## src/design/dtf_pkg.sv

```systemverilog
`timescale 1ns / 1ps
`default_nettype none
// ----------------------------------------------------------------------------
// dtf_pkg
// Shared constants, codes and stage records of the degree trig function unit.
// ----------------------------------------------------------------------------
package dtf_pkg;

    // Field widths and number formats
    localparam int OP_W         = 3;
    localparam int ANGLE_W      = 32;
    localparam int VALUE_W      = 32;
    localparam int FRAC_BITS    = 16;
    localparam int SERIES_TERMS = 17;
    localparam int IFRAC        = 30;

    // Angle reduction: integer degrees, remainder in [0, 90)
    localparam int DEG_INT_W = ANGLE_W - FRAC_BITS;
    localparam int QUAD_DEG  = 90;
    localparam int REM_INT_W = 7;
    localparam int R_W       = REM_INT_W + FRAC_BITS;
    localparam logic [DEG_INT_W-1:0] RECIP_90 =
        DEG_INT_W'((64'd1 << DEG_INT_W) / 64'd90);

    // Degrees to radians, pi/180 with 32 fraction bits
    localparam logic [63:0] PI_Q60  = 64'h3243F6A8885A308D;
    localparam logic [63:0] DEG_Q32 = (PI_Q60 / 64'd180 + (64'd1 << 27)) >> 28;
    localparam int DEG_W   = 32;
    localparam int T_SHIFT = 32 - IFRAC + FRAC_BITS;

    // Series formats
    localparam int T_W    = 31;
    localparam int T2_W   = 32;
    localparam int TERM_W = 33;
    localparam int SUM_W  = 34;
    localparam int DIV_W  = 13;
    localparam int SER_STAGES = 3 * (SERIES_TERMS - 1);
    localparam logic [TERM_W-1:0] ONE_TERM = TERM_W'(64'd1 << IFRAC);
    localparam logic [63:0] SNAP_HI = ((64'd999 << IFRAC) + 64'd500) / 64'd1000;
    localparam logic [63:0] SNAP_LO = ((64'd1 << IFRAC) + 64'd500) / 64'd1000;
    localparam logic signed [SUM_W-1:0] SNAP_HI_S = SUM_W'(SNAP_HI);
    localparam logic signed [SUM_W-1:0] SNAP_LO_S = SUM_W'(SNAP_LO);

    // Quotient formats
    localparam int MAG_W = IFRAC + 1;
    localparam int NUM_W = MAG_W + FRAC_BITS;

    // Queue between the front and the back
    localparam int QDEPTH = 4;
    localparam int QPTR_W = 2;
    localparam int QCNT_W = 3;

    // Function select codes
    typedef enum logic [OP_W-1:0] {
        OP_SIN = 3'd0,
        OP_COS = 3'd1,
        OP_TAN = 3'd2,
        OP_COT = 3'd3,
        OP_SEC = 3'd4,
        OP_CSC = 3'd5
    } op_t;

    // Reduced angle handed from the front to the back
    typedef struct packed {
        logic [OP_W-1:0] op;
        logic [1:0]      quad;
        logic [T_W-1:0]  t;
    } angle_item_t;

    // One stage of the sine and cosine series lanes
    typedef struct packed {
        logic [OP_W-1:0]          op;
        logic [1:0]               quad;
        logic [T2_W-1:0]          t2;
        logic [TERM_W-1:0]        term_s;
        logic [TERM_W-1:0]        term_c;
        logic [TERM_W-1:0]        aux_s;
        logic [TERM_W-1:0]        aux_c;
        logic signed [SUM_W-1:0]  sum_s;
        logic signed [SUM_W-1:0]  sum_c;
    } series_stage_t;

    // Quotient request from the series to the divider
    typedef struct packed {
        logic             undef;
        logic             neg;
        logic [MAG_W-1:0] nm;
        logic [MAG_W-1:0] dm;
    } quot_item_t;

    // One stage of the restoring divider
    typedef struct packed {
        logic             undef;
        logic             neg;
        logic [MAG_W-1:0] dm;
        logic [NUM_W-1:0] num;
        logic [MAG_W-1:0] rem;
        logic [NUM_W-1:0] quo;
    } div_stage_t;

endpackage
`default_nettype wire

```

## src/design/dtf_queue.sv

```systemverilog
`timescale 1ns / 1ps
`default_nettype none
// ----------------------------------------------------------------------------
// dtf_queue
// Short first-in first-out queue that decouples the front from the back.
// ----------------------------------------------------------------------------
module dtf_queue (
    input  wire logic                 clk,
    input  wire logic                 rst_n,
    input  wire logic                 push,
    input  dtf_pkg::angle_item_t      wdata,
    output logic                      full,
    input  wire logic                 pop,
    output dtf_pkg::angle_item_t      rdata,
    output logic                      empty
);

    dtf_pkg::angle_item_t             mem_reg [dtf_pkg::QDEPTH];
    logic [dtf_pkg::QPTR_W-1:0]       wr_ptr_reg, rd_ptr_reg;
    logic [dtf_pkg::QCNT_W-1:0]       count_reg;
    logic                             do_push, do_pop;

    assign full    = (count_reg == dtf_pkg::QCNT_W'(dtf_pkg::QDEPTH));
    assign empty   = (count_reg == '0);
    assign do_push = push && !full;
    assign do_pop  = pop && !empty;
    assign rdata   = mem_reg[rd_ptr_reg];

    // Move the pointers and the fill count
    always_ff @(posedge clk or negedge rst_n)
    begin
        if (!rst_n)
        begin
            wr_ptr_reg <= '0;
            rd_ptr_reg <= '0;
            count_reg  <= '0;
        end
        else
        begin
            if (do_push)
                wr_ptr_reg <= wr_ptr_reg + 1'b1;
            if (do_pop)
                rd_ptr_reg <= rd_ptr_reg + 1'b1;
            if (do_push && !do_pop)
                count_reg <= count_reg + 1'b1;
            else if (do_pop && !do_push)
                count_reg <= count_reg - 1'b1;
        end
    end

    // Store the beat
    always_ff @(posedge clk)
    begin
        if (do_push)
            mem_reg[wr_ptr_reg] <= wdata;
    end

endmodule
`default_nettype wire

```

## config.mk

```make
export PLATFORM = sky130hd
export DESIGN_NAME = dtf_queue
export DESIGN_NICKNAME = d
export VERILOG_FILES = /design/src/design/dtf_pkg.sv /design/src/design/dtf_queue.sv
export SDC_FILE = /design/constraint.sdc
export NUM_CORES = 1
export LEC_CHECK = 0
export BUFFER_PORTS_ARGS = -buffer_cell sky130_fd_sc_hd__buf_2
export CORE_AREA = 2 2 109 111
export DETAILED_ROUTE_END_ITERATION = 10
export DIE_AREA = 0 0 111 113
export MAX_ROUTING_LAYER = met4
export PLACE_DENSITY = 0.85
export SYNTH_ARGS = -nofsm -noshare
export SYNTH_HDL_FRONTEND = slang
export SYNTH_SLANG_ARGS = --single-unit
```

## constraint.sdc

```tcl
create_clock -name clk -period 1.87 [get_ports clk]
set_input_delay 0.374 -clock clk [delete_from_list [all_inputs] [get_ports clk]]
set_output_delay 0.374 -clock clk [all_outputs]
set_load 0.05 [all_outputs]
```

==> metrics.md <==
| Metric | Value |
|---|---|
| Die width | `111 um` |
| Leading cell types by count after synthesis | `edfxtp_1, mux4_2, dfrtp_1` |
| Post-route setup TNS | `-9116 ps` |
| Most frequent cell after synthesis | `edfxtp_1` |
| Peak fanout along the critical path | `9` |
| CP Launch Type | `register` |
| Pin count of the biggest net entering global routing | `34` |
| Die ar. | `12540 um^2` |
| Crit Path Class | `reg -> out` |
| GP Congestion | `0.6910` |
| Rows | `39` |
| Synth Instances | `224` |
| Async SR Flop Fraction | `4.636%` |
| Port bufs | `77` |
| CTS sink cnt | `151` |
| Area after DPL | `6424 um^2` |
| Hold Vio Cnt, Final | `0` |
| CTS tree | `done` |
| Final Cell Area | `7376 um^2` |
| TritonCTS buffer count | `17` |
| Drt wl/cell | `19.73 um` |
| Clock transition at the registers of the reported paths | `60 ps` |
| Clock Path Buffers | `2` |
| Fmax | `0.4625 GHz` |
| Avg Inst Size Synth | `25.16 um^2` |
| DR vias | `2601` |
| Crit-path max cell delay | `530 ps` |
| Starting DRT DRC Count | `148` |
| Initial Util | `49.99%` |
| Max VDD drop | `1147 uV` |
| Vias in the first global route | `2839` |
| Predominant post-synthesis flop cell | `edfxtp_1` |
| Post-synthesis xor/xnor area fraction | `0.9325%` |
| Worst Path Arrival | `1790 ps` |
| Period utilization | `115.6%` |
| Syn_nets | `270` |
| Non-filler cells, final | `495` |
| Largest register FFs | `144` |
| Post-synthesis mux area share | `14.79%` |
| Post-synthesis adder-cell area fraction | `1.465%` |
| FF+latch count, synth | `151` |
| Area leader, netlist | `edfxtp_1` |
| Final #Nets | `384` |
| Post-Route WL | `9.765 mm` |
| DRC viols | `0` |
| Simple-gate share of the synthesized area | `1.110%` |
| Run status | `complete, but fails checks` |
| Syn. warnings | `0` |
| Pins Over Slew Limit | `0` |
| Synth Area in Compound Gates | `0%` |
| Most area-consuming cells after synthesis | `edfxtp_1, mux4_2, dfrtp_1, ha_1, buf_12` |
| H-tree level count | `4` |
| Endpoints failing setup | `39` |
| Failing checks | `negative setup slack` |
| Clock Skew | `7.806 ps` |
| Post-route minimum period | `2162 ps` |
| Final antenna-violating net count | `0` |
| First-pass DRT Iterations | `6` |
| Pre-CTS setup slack | `-111.2 ps` |
| Worst setup EP type | `output port` |
| Post-route setup slack | `-292.4 ps` |
| Slew HR | `81.31%` |
| Hold Crit Class | `in -> reg` |
| First-pass GRT wire length | `15.45 mm` |
| Unrepaired setup endpoints after global routing | `yes` |
| Static leakage | `0.002619 uW` |
| Die H | `113 um` |
| Antenna violations before repair | `1` |
| Hold slack | `181.9 ps` |
| Worst EP required | `1500 ps` |
| Synth cell types | `20` |
| CORE AREA | `11270 um^2` |
| DP HPWL | `5.932 mm` |
| GRT Util Overall | `17.39%` |
| Mean number of vias per cell | `5.255` |
| # IOs | `78` |
| Critical Path Slowest Stage Cell | `mux4_2` |
| Fill cells | `725` |
| PwrDens | `1930 nW/um^2` |
| Netlist Area Pre-Place | `5635 um^2` |
| Max-Cap Viols | `0` |
| Post-synth EDFFs | `144` |
| Placed cells | `455` |
| Layout cells sized above 1 | `52.42%` |
| Top-area cell type share of the netlist area | `76.73%` |
| Combinational family with the most area after synthesis | `multiplexers` |
| Area Overhead vs Synth | `30.88%` |
| Overflow after GRT | `0` |
| CP cell instances | `buf_4, buf_12, mux4_2, buf_6` |
| Clock Root Buffer | `clkbuf_16` |
| Least-Margin Pin Slew | `280.0 ps` |
| Skew-Pair Late Insertion Delay | `400 ps` |
| Sequential area share after synthesis | `79.84%` |
-- cells by family (layout without fill, tap and decap cells) --
logic type | Yosys count | count (layout)
XOR/XNOR | 6 | 6
adder cells (fa/ha/maj) | 6 | 6
buffers and inverters | 13 | 140
flip-flops | 151 | 151
multiplexers | 38 | 38
other | 0 | 1
AND/OR/NAND/NOR | 10 | 10
-- what timing repair did --
action,CTS,global route
buffers inserted,3,3
hold buffers,1,0
setup endpoints to repair,39,40
pin swaps,3,3
gates resized for setup,84,13
hold endpoints to repair,7,0
gates cloned,1,0
-- cell type report --
| class | instances | area [um^2] | share of cell area (%) |
|---|---|---|---|
| Clock buffer | 17 | 425.4 | 5.768 |
| Antenna cell | 1 | 2.502 | 0.03393 |
| Multi-Input combinational cell | 60 | 1082 | 14.67 |
| Tap cell | 143 | 178.9 | 2.426 |
| Sequential cell | 151 | 4502 | 61.03 |
| Inverter | 4 | 17.52 | 0.2375 |
| Timing Repair Buffer | 104 | 992.2 | 13.45 |
| Clock inverter | 15 | 175.2 | 2.375 |
-- critical path: cells and delay by family (launching register included) --
family   cells  cell delay (ps)
buf+inv      3              450
flops        1              410
mux          1              530
-- power by group --
part | leakage (uW) | internal, uW | switching, uW
sequential | 0.00140 | 4490 | 194
clock | 0.000291 | 2100 | 1280
combinational | 0.000929 | 2590 | 3580
-- metal layers --
layer | GRT usage (%) | vias to the layer above | wire, um | share of wire, %
li1 | - | 1170 | - | -
met1 | 20.06 | 1343 | 3878 | 40
met2 | 29.65 | 77 | 5337 | 55
met3 | 5.999 | 11 | 488 | 5.0
met4 | 4.250 | 0 | 61 | 0.62
met5 | - | - | 0 | 0
-- metrics by stage --
stage | total power (uW) | utilization (%)
2_1_floorplan | 8622 | -
3_3_place_gp | 9880 | 56.99
3_5_place_dp | 9986 | 56.99
4_1_cts | 14340 | 65.15
5_1_grt | 14830 | 65.43
6_report | 14230 | 65.43
-- final timing paths --
kind	from	to	slack, ps	cells past startpoint
setup reg to reg	count_reg[1]	count_reg[2]	-70	8
min in group asynchronous	rst_n	count_reg[1]	330	2
hold reg to reg	wr_ptr_reg[1]	wr_ptr_reg[1]	580	1
setup / recovery	rd_ptr_reg[0]	rdata[5]	-290	4
max in group asynchronous	rst_n	rd_ptr_reg[0]	1360	2
hold / removal	wdata[33]	mem_reg[1][33]	180	1
-- cells in the final DEF, fill, tap and decap left out, types with 4 or more instances in the layout --
master,n
buf_4,11
buf_2,39
edfxtp_1,144
and2_4,4
clkbuf_16,17
dfrtp_1,5
inv_6,4
buf_12,11
mux4_2,36
xnor2_1,4
buf_6,39
ha_1,4
No activity file was read; power rests on OpenSTA's default activity.
