## src/design/dtf_pkg.sv

```systemverilog
`timescale 1ns / 1ps
`default_nettype none
// ----------------------------------------------------------------------------
// dtf_pkg
// Shared constants, codes and stage records of the degree trig function unit.
// ----------------------------------------------------------------------------
package dtf_pkg;

    // Field widths and number formats
    localparam int OP_W         = 3;
    localparam int ANGLE_W      = 32;
    localparam int VALUE_W      = 32;
    localparam int FRAC_BITS    = 16;
    localparam int SERIES_TERMS = 17;
    localparam int IFRAC        = 30;

    // Angle reduction: integer degrees, remainder in [0, 90)
    localparam int DEG_INT_W = ANGLE_W - FRAC_BITS;
    localparam int QUAD_DEG  = 90;
    localparam int REM_INT_W = 7;
    localparam int R_W       = REM_INT_W + FRAC_BITS;
    localparam logic [DEG_INT_W-1:0] RECIP_90 =
        DEG_INT_W'((64'd1 << DEG_INT_W) / 64'd90);

    // Degrees to radians, pi/180 with 32 fraction bits
    localparam logic [63:0] PI_Q60  = 64'h3243F6A8885A308D;
    localparam logic [63:0] DEG_Q32 = (PI_Q60 / 64'd180 + (64'd1 << 27)) >> 28;
    localparam int DEG_W   = 32;
    localparam int T_SHIFT = 32 - IFRAC + FRAC_BITS;

    // Series formats
    localparam int T_W    = 31;
    localparam int T2_W   = 32;
    localparam int TERM_W = 33;
    localparam int SUM_W  = 34;
    localparam int DIV_W  = 13;
    localparam int SER_STAGES = 3 * (SERIES_TERMS - 1);
    localparam logic [TERM_W-1:0] ONE_TERM = TERM_W'(64'd1 << IFRAC);
    localparam logic [63:0] SNAP_HI = ((64'd999 << IFRAC) + 64'd500) / 64'd1000;
    localparam logic [63:0] SNAP_LO = ((64'd1 << IFRAC) + 64'd500) / 64'd1000;
    localparam logic signed [SUM_W-1:0] SNAP_HI_S = SUM_W'(SNAP_HI);
    localparam logic signed [SUM_W-1:0] SNAP_LO_S = SUM_W'(SNAP_LO);

    // Quotient formats
    localparam int MAG_W = IFRAC + 1;
    localparam int NUM_W = MAG_W + FRAC_BITS;

    // Queue between the front and the back
    localparam int QDEPTH = 4;
    localparam int QPTR_W = 2;
    localparam int QCNT_W = 3;

    // Function select codes
    typedef enum logic [OP_W-1:0] {
        OP_SIN = 3'd0,
        OP_COS = 3'd1,
        OP_TAN = 3'd2,
        OP_COT = 3'd3,
        OP_SEC = 3'd4,
        OP_CSC = 3'd5
    } op_t;

    // Reduced angle handed from the front to the back
    typedef struct packed {
        logic [OP_W-1:0] op;
        logic [1:0]      quad;
        logic [T_W-1:0]  t;
    } angle_item_t;

    // One stage of the sine and cosine series lanes
    typedef struct packed {
        logic [OP_W-1:0]          op;
        logic [1:0]               quad;
        logic [T2_W-1:0]          t2;
        logic [TERM_W-1:0]        term_s;
        logic [TERM_W-1:0]        term_c;
        logic [TERM_W-1:0]        aux_s;
        logic [TERM_W-1:0]        aux_c;
        logic signed [SUM_W-1:0]  sum_s;
        logic signed [SUM_W-1:0]  sum_c;
    } series_stage_t;

    // Quotient request from the series to the divider
    typedef struct packed {
        logic             undef;
        logic             neg;
        logic [MAG_W-1:0] nm;
        logic [MAG_W-1:0] dm;
    } quot_item_t;

    // One stage of the restoring divider
    typedef struct packed {
        logic             undef;
        logic             neg;
        logic [MAG_W-1:0] dm;
        logic [NUM_W-1:0] num;
        logic [MAG_W-1:0] rem;
        logic [NUM_W-1:0] quo;
    } div_stage_t;

endpackage
`default_nettype wire

```

## src/design/dtf_front.sv

```systemverilog
`timescale 1ns / 1ps
`default_nettype none
// ----------------------------------------------------------------------------
// dtf_front
// Accept beats, split the angle into quadrant and remainder, and convert the
// remainder to radians in three stages.
// ----------------------------------------------------------------------------
module dtf_front (
    input  wire logic                       clk,
    input  wire logic                       rst_n,
    input  wire logic                       push,
    input  wire logic [dtf_pkg::OP_W-1:0]    op,
    input  wire logic [dtf_pkg::ANGLE_W-1:0] angle_deg,
    output logic                            full,
    input  wire logic                       q_full,
    output logic                            q_push,
    output dtf_pkg::angle_item_t            q_data
);

    logic                                v1_reg, v2_reg, v3_reg;
    logic                                adv;
    logic                                take;

    logic [dtf_pkg::OP_W-1:0]            op1_reg, op2_reg;
    logic [dtf_pkg::DEG_INT_W-1:0]       h1_reg;
    logic [dtf_pkg::FRAC_BITS-1:0]       lo1_reg;
    logic [dtf_pkg::DEG_INT_W-1:0]       qe1_reg;
    logic [2*dtf_pkg::DEG_INT_W-1:0]     qe_prod;
    logic [dtf_pkg::DEG_INT_W-1:0]       qe_next;

    logic [dtf_pkg::DEG_INT_W+6:0]       k_prod;
    logic [dtf_pkg::DEG_INT_W-1:0]       rem_int;
    logic [dtf_pkg::DEG_INT_W-1:0]       k_next;
    logic [dtf_pkg::REM_INT_W-1:0]       rr_next;
    logic [1:0]                          quad2_reg;
    logic [dtf_pkg::R_W-1:0]             r2_reg;

    logic [dtf_pkg::R_W+dtf_pkg::DEG_W-1:0] t_prod;
    logic [dtf_pkg::R_W+dtf_pkg::DEG_W-1:0] t_round;
    dtf_pkg::angle_item_t                item3_reg;

    // Stall the whole front while its last stage cannot enter the queue
    assign adv    = !(v3_reg && q_full);
    assign full   = !adv;
    assign take   = push && adv;
    assign q_push = v3_reg && !q_full;
    assign q_data = item3_reg;

    // Estimate the integer degrees over 90 by a reciprocal
    assign qe_prod = angle_deg[dtf_pkg::ANGLE_W-1:dtf_pkg::FRAC_BITS] * dtf_pkg::RECIP_90;
    assign qe_next = qe_prod[2*dtf_pkg::DEG_INT_W-1:dtf_pkg::DEG_INT_W];

    // Correct the estimate by one and form the remainder
    always_comb
    begin
        k_prod  = qe1_reg * (dtf_pkg::DEG_INT_W+7)'(dtf_pkg::QUAD_DEG);
        rem_int = h1_reg - k_prod[dtf_pkg::DEG_INT_W-1:0];
        if (rem_int >= dtf_pkg::DEG_INT_W'(dtf_pkg::QUAD_DEG))
        begin
            k_next  = qe1_reg + 1'b1;
            rr_next = dtf_pkg::REM_INT_W'(rem_int - dtf_pkg::DEG_INT_W'(dtf_pkg::QUAD_DEG));
        end
        else
        begin
            k_next  = qe1_reg;
            rr_next = dtf_pkg::REM_INT_W'(rem_int);
        end
    end

    // Scale the remainder to radians, rounded to nearest
    assign t_prod  = r2_reg * dtf_pkg::DEG_Q32[dtf_pkg::DEG_W-1:0];
    assign t_round = t_prod + ((dtf_pkg::R_W+dtf_pkg::DEG_W)'(1) << (dtf_pkg::T_SHIFT - 1));

    // Advance the valid bits
    always_ff @(posedge clk or negedge rst_n)
    begin
        if (!rst_n)
        begin
            v1_reg <= 1'b0;
            v2_reg <= 1'b0;
            v3_reg <= 1'b0;
        end
        else if (adv)
        begin
            v1_reg <= push;
            v2_reg <= v1_reg;
            v3_reg <= v2_reg;
        end
    end

    // Advance the payload
    always_ff @(posedge clk)
    begin
        if (take)
        begin
            op1_reg <= op;
            h1_reg  <= angle_deg[dtf_pkg::ANGLE_W-1:dtf_pkg::FRAC_BITS];
            lo1_reg <= angle_deg[dtf_pkg::FRAC_BITS-1:0];
            qe1_reg <= qe_next;
        end
        if (adv)
        begin
            op2_reg        <= op1_reg;
            quad2_reg      <= k_next[1:0];
            r2_reg         <= {rr_next, lo1_reg};
            item3_reg.op   <= op2_reg;
            item3_reg.quad <= quad2_reg;
            item3_reg.t    <= t_round[dtf_pkg::T_SHIFT +: dtf_pkg::T_W];
        end
    end

endmodule
`default_nettype wire

```

## config.mk

```make
export PLATFORM = sky130hd
export DESIGN_NAME = dtf_front
export DESIGN_NICKNAME = d
export VERILOG_FILES = /design/src/design/dtf_pkg.sv /design/src/design/dtf_front.sv
export SDC_FILE = /design/constraint.sdc
export NUM_CORES = 1
export LEC_CHECK = 0
export BUFFER_PORTS_ARGS = -buffer_cell sky130_fd_sc_hd__buf_2
export CAP_MARGIN = 20
export CORE_ASPECT_RATIO = 0.75
export CORE_MARGIN = 2
export CORE_UTILIZATION = 55
export CTS_CLUSTER_DIAMETER = 50
export DETAILED_ROUTE_END_ITERATION = 8
export PLACE_DENSITY_LB_ADDON = 0.05
export SLEW_MARGIN = 30
export SYNTH_ARGS = -nofsm -noshare
export SYNTH_HDL_FRONTEND = slang
export SYNTH_SLANG_ARGS = --single-unit
```

## constraint.sdc

```tcl
create_clock -name clk -period 12.6 [get_ports clk]
set_input_delay 1.26 -clock clk [delete_from_list [all_inputs] [get_ports clk]]
set_output_delay 1.26 -clock clk [all_outputs]
set_load 0.005 [all_outputs]
```

==> metrics.yaml <==
status: "completed"
synth_edf_count: 109
drive_above_1_share: 0.0656
die_y_um: 159
cts-root-buf: "clkbuf_16"
synthFlopType: "edfxtp_1"
maxSlewHeadroom: 0.496
start_kind: "register"
cts_setup_buffers: 0
antenna_found_initial: 0
final_cell_area_mm2: 0.0187
synth_cell_types: 62
dp.cells: 2067
antenna_cells: 0
skew_ns: 0.0235
clkSinkCount: 112
grt_max_degree: 69
synth_cells: 1597
async_flop_share: 0.0268
clk_pin_slew_ns: 0.10
tightest_slew_ns: 0.752
h-tree-depth: 3
finalCritPeriodShare: 0.600
synth_top_family_by_area: "adder cells"
gp_congestion: 0.932
wl_per_cell_um: 19.2
grt_pass1_vias: 11900
rsz0062_at_grt: "false"
drt-initial-drc-count: 734
hold_violations: 0
cts_tree: "built"
min_period_ns: 7.56
core_region_area_mm2: 0.0313
dieArea_mm2: 0.0333
maxCapViolCount: 0
maxSlewViolCount: 0
finish.utilization: 0.597
avgSynthCellArea_um2: 11.0
setup_tns_ns: 0
final_nets: 2322
cts_buffers: 9
required_ns: 12.73
synth_seq_cells: 112
fin_cells: 2083
arrival_ns: 7.69
yosys.area_share.simple: 0.0476
yosysTopAreaCell: "fa_1"
place_area_mm2: 0.0184
postCtsHoldBufs: 0
die_x_um: 210
worst-path-max-fanout: 11
setup_viol: 0
grt_pass1_wl_mm: 65.2
synth_common_cells: "421 x inv_1, 336 x ha_1, 275 x fa_1"
synth_compound_area_frac: 0.0792
largest_reg_flops: 36
max_freq_mhz: 132
dp_hpwl_mm: 35.1
grt.overflow.total: 0
end_kind: "register"
io_pins: 77
ys_warn_count: 0
synthTopCellsByArea: "fa_1 31%, ha_1 24%, edfxtp_1 19%"
cts_resized: 0
num_rows: 56
clk_path_buf_depth: 2
synthAdderAreaFrac: 0.554
start_util: 0.559
antenna_left: 0
firstDrtPassIters: 5
synthMuxAreaShare: 0.00193
critPathKind: "reg2reg"
finalWirelength_mm: 39.9
synth_most_common_cell: "inv_1"
syn_area_mm2: 0.0175
grtUsageTotal: 0.261
vias: 11200
area_growth_pct: 6.81
hp-class: "reg2reg"
netlist.area_leader.share: 0.314
io_buffer_count: 76
drc: 0
syn-num-nets: 2247
viasPerCell: 5.36
ys_seq_area_frac: 0.191
synth_xor_area_frac: 0.0328
clk_latency_ns: 0.38
## path summary, 6_finish.rpt
check / to / cells after the start / slack (ns) / from
max: q_data[29] / 19 / 5.04 / r2_reg[3]
max in group asynchronous: v2_reg / 1 / 11.84 / rst_n
min reg2reg: r2_reg[14] / 0 / 0.42 / lo1_reg[14]
min in group asynchronous: v1_reg / 1 / 0.66 / rst_n
min: r2_reg[14] / 0 / 0.42 / lo1_reg[14]
max reg2reg: q_data[29] / 19 / 5.04 / r2_reg[3]
## final cells by class
cell class	instances	area, um2
Clock buffer	9	225
Clock inverter	7	103
Fill cell	2660	12600
Inverter	421	1580
Multi-Input combinational cell	1052	12600
Sequential cell	112	3350
Tap cell	406	508
Timing Repair Buffer	76	380
## worst max-delay path, stage by stage, from the launching register on
cell	delay [ns]
edfxtp_1	0.79
fa_1	0.55
inv_1	0.18
fa_1	0.46
fa_1	0.52
fa_1	0.52
inv_1	0.05
fa_1	0.39
fa_1	0.56
inv_1	0.08
fa_1	0.56
inv_1	0.05
ha_1	0.37
a21oi_1	0.20
o21ai_0	0.17
or4b_2	0.80
a31oi_1	0.37
o21ai_0	0.33
o221ai_1	0.28
xnor2_1	0.09
## kinds of logic (layout without fill, tap and decap cells)
group                      after synthesis  count (layout)
adders and majority gates              611             611
buffers and inverters                  433             513
AOI/OAI and AO/OA                      216             216
and+or+nand+nor                        158             158
DFF                                    112             112
xor gates and xnor gates                64              64
muxes                                    3               3
## per-stage QoR
step	hold slack, ns	setup WS, ns
floorplan	0.400	6.09
global placement	0.401	5.16
detailed placement	0.405	5.12
CTS	0.420	5.09
global route	0.434	4.66
finish	0.418	5.04
## layout by cell type, fill, tap and decap left out, types with 16 or more instances in the layout
master	instances
inv_1	421
ha_1	336
fa_1	275
edfxtp_1	109
buf_2	76
a21oi_1	72
xnor2_1	43
o21ai_0	41
nor2_1	40
nand2_1	25
a21o_1	22
xor2_1	20
nor3_1	16
## per-layer routing
layer / share of wire / track usage / up-vias
met1: 0.51 / 0.395 / 5490
met5: 0 / 0 / -
li1: - / - / 5374
met4: 0.021 / 0.0642 / 0
met2: 0.41 / 0.380 / 268
met3: 0.062 / 0.0584 / 40
Power is not shown: default switching activity piles up to over one toggle a cycle in this logic, so the estimate is an artifact.
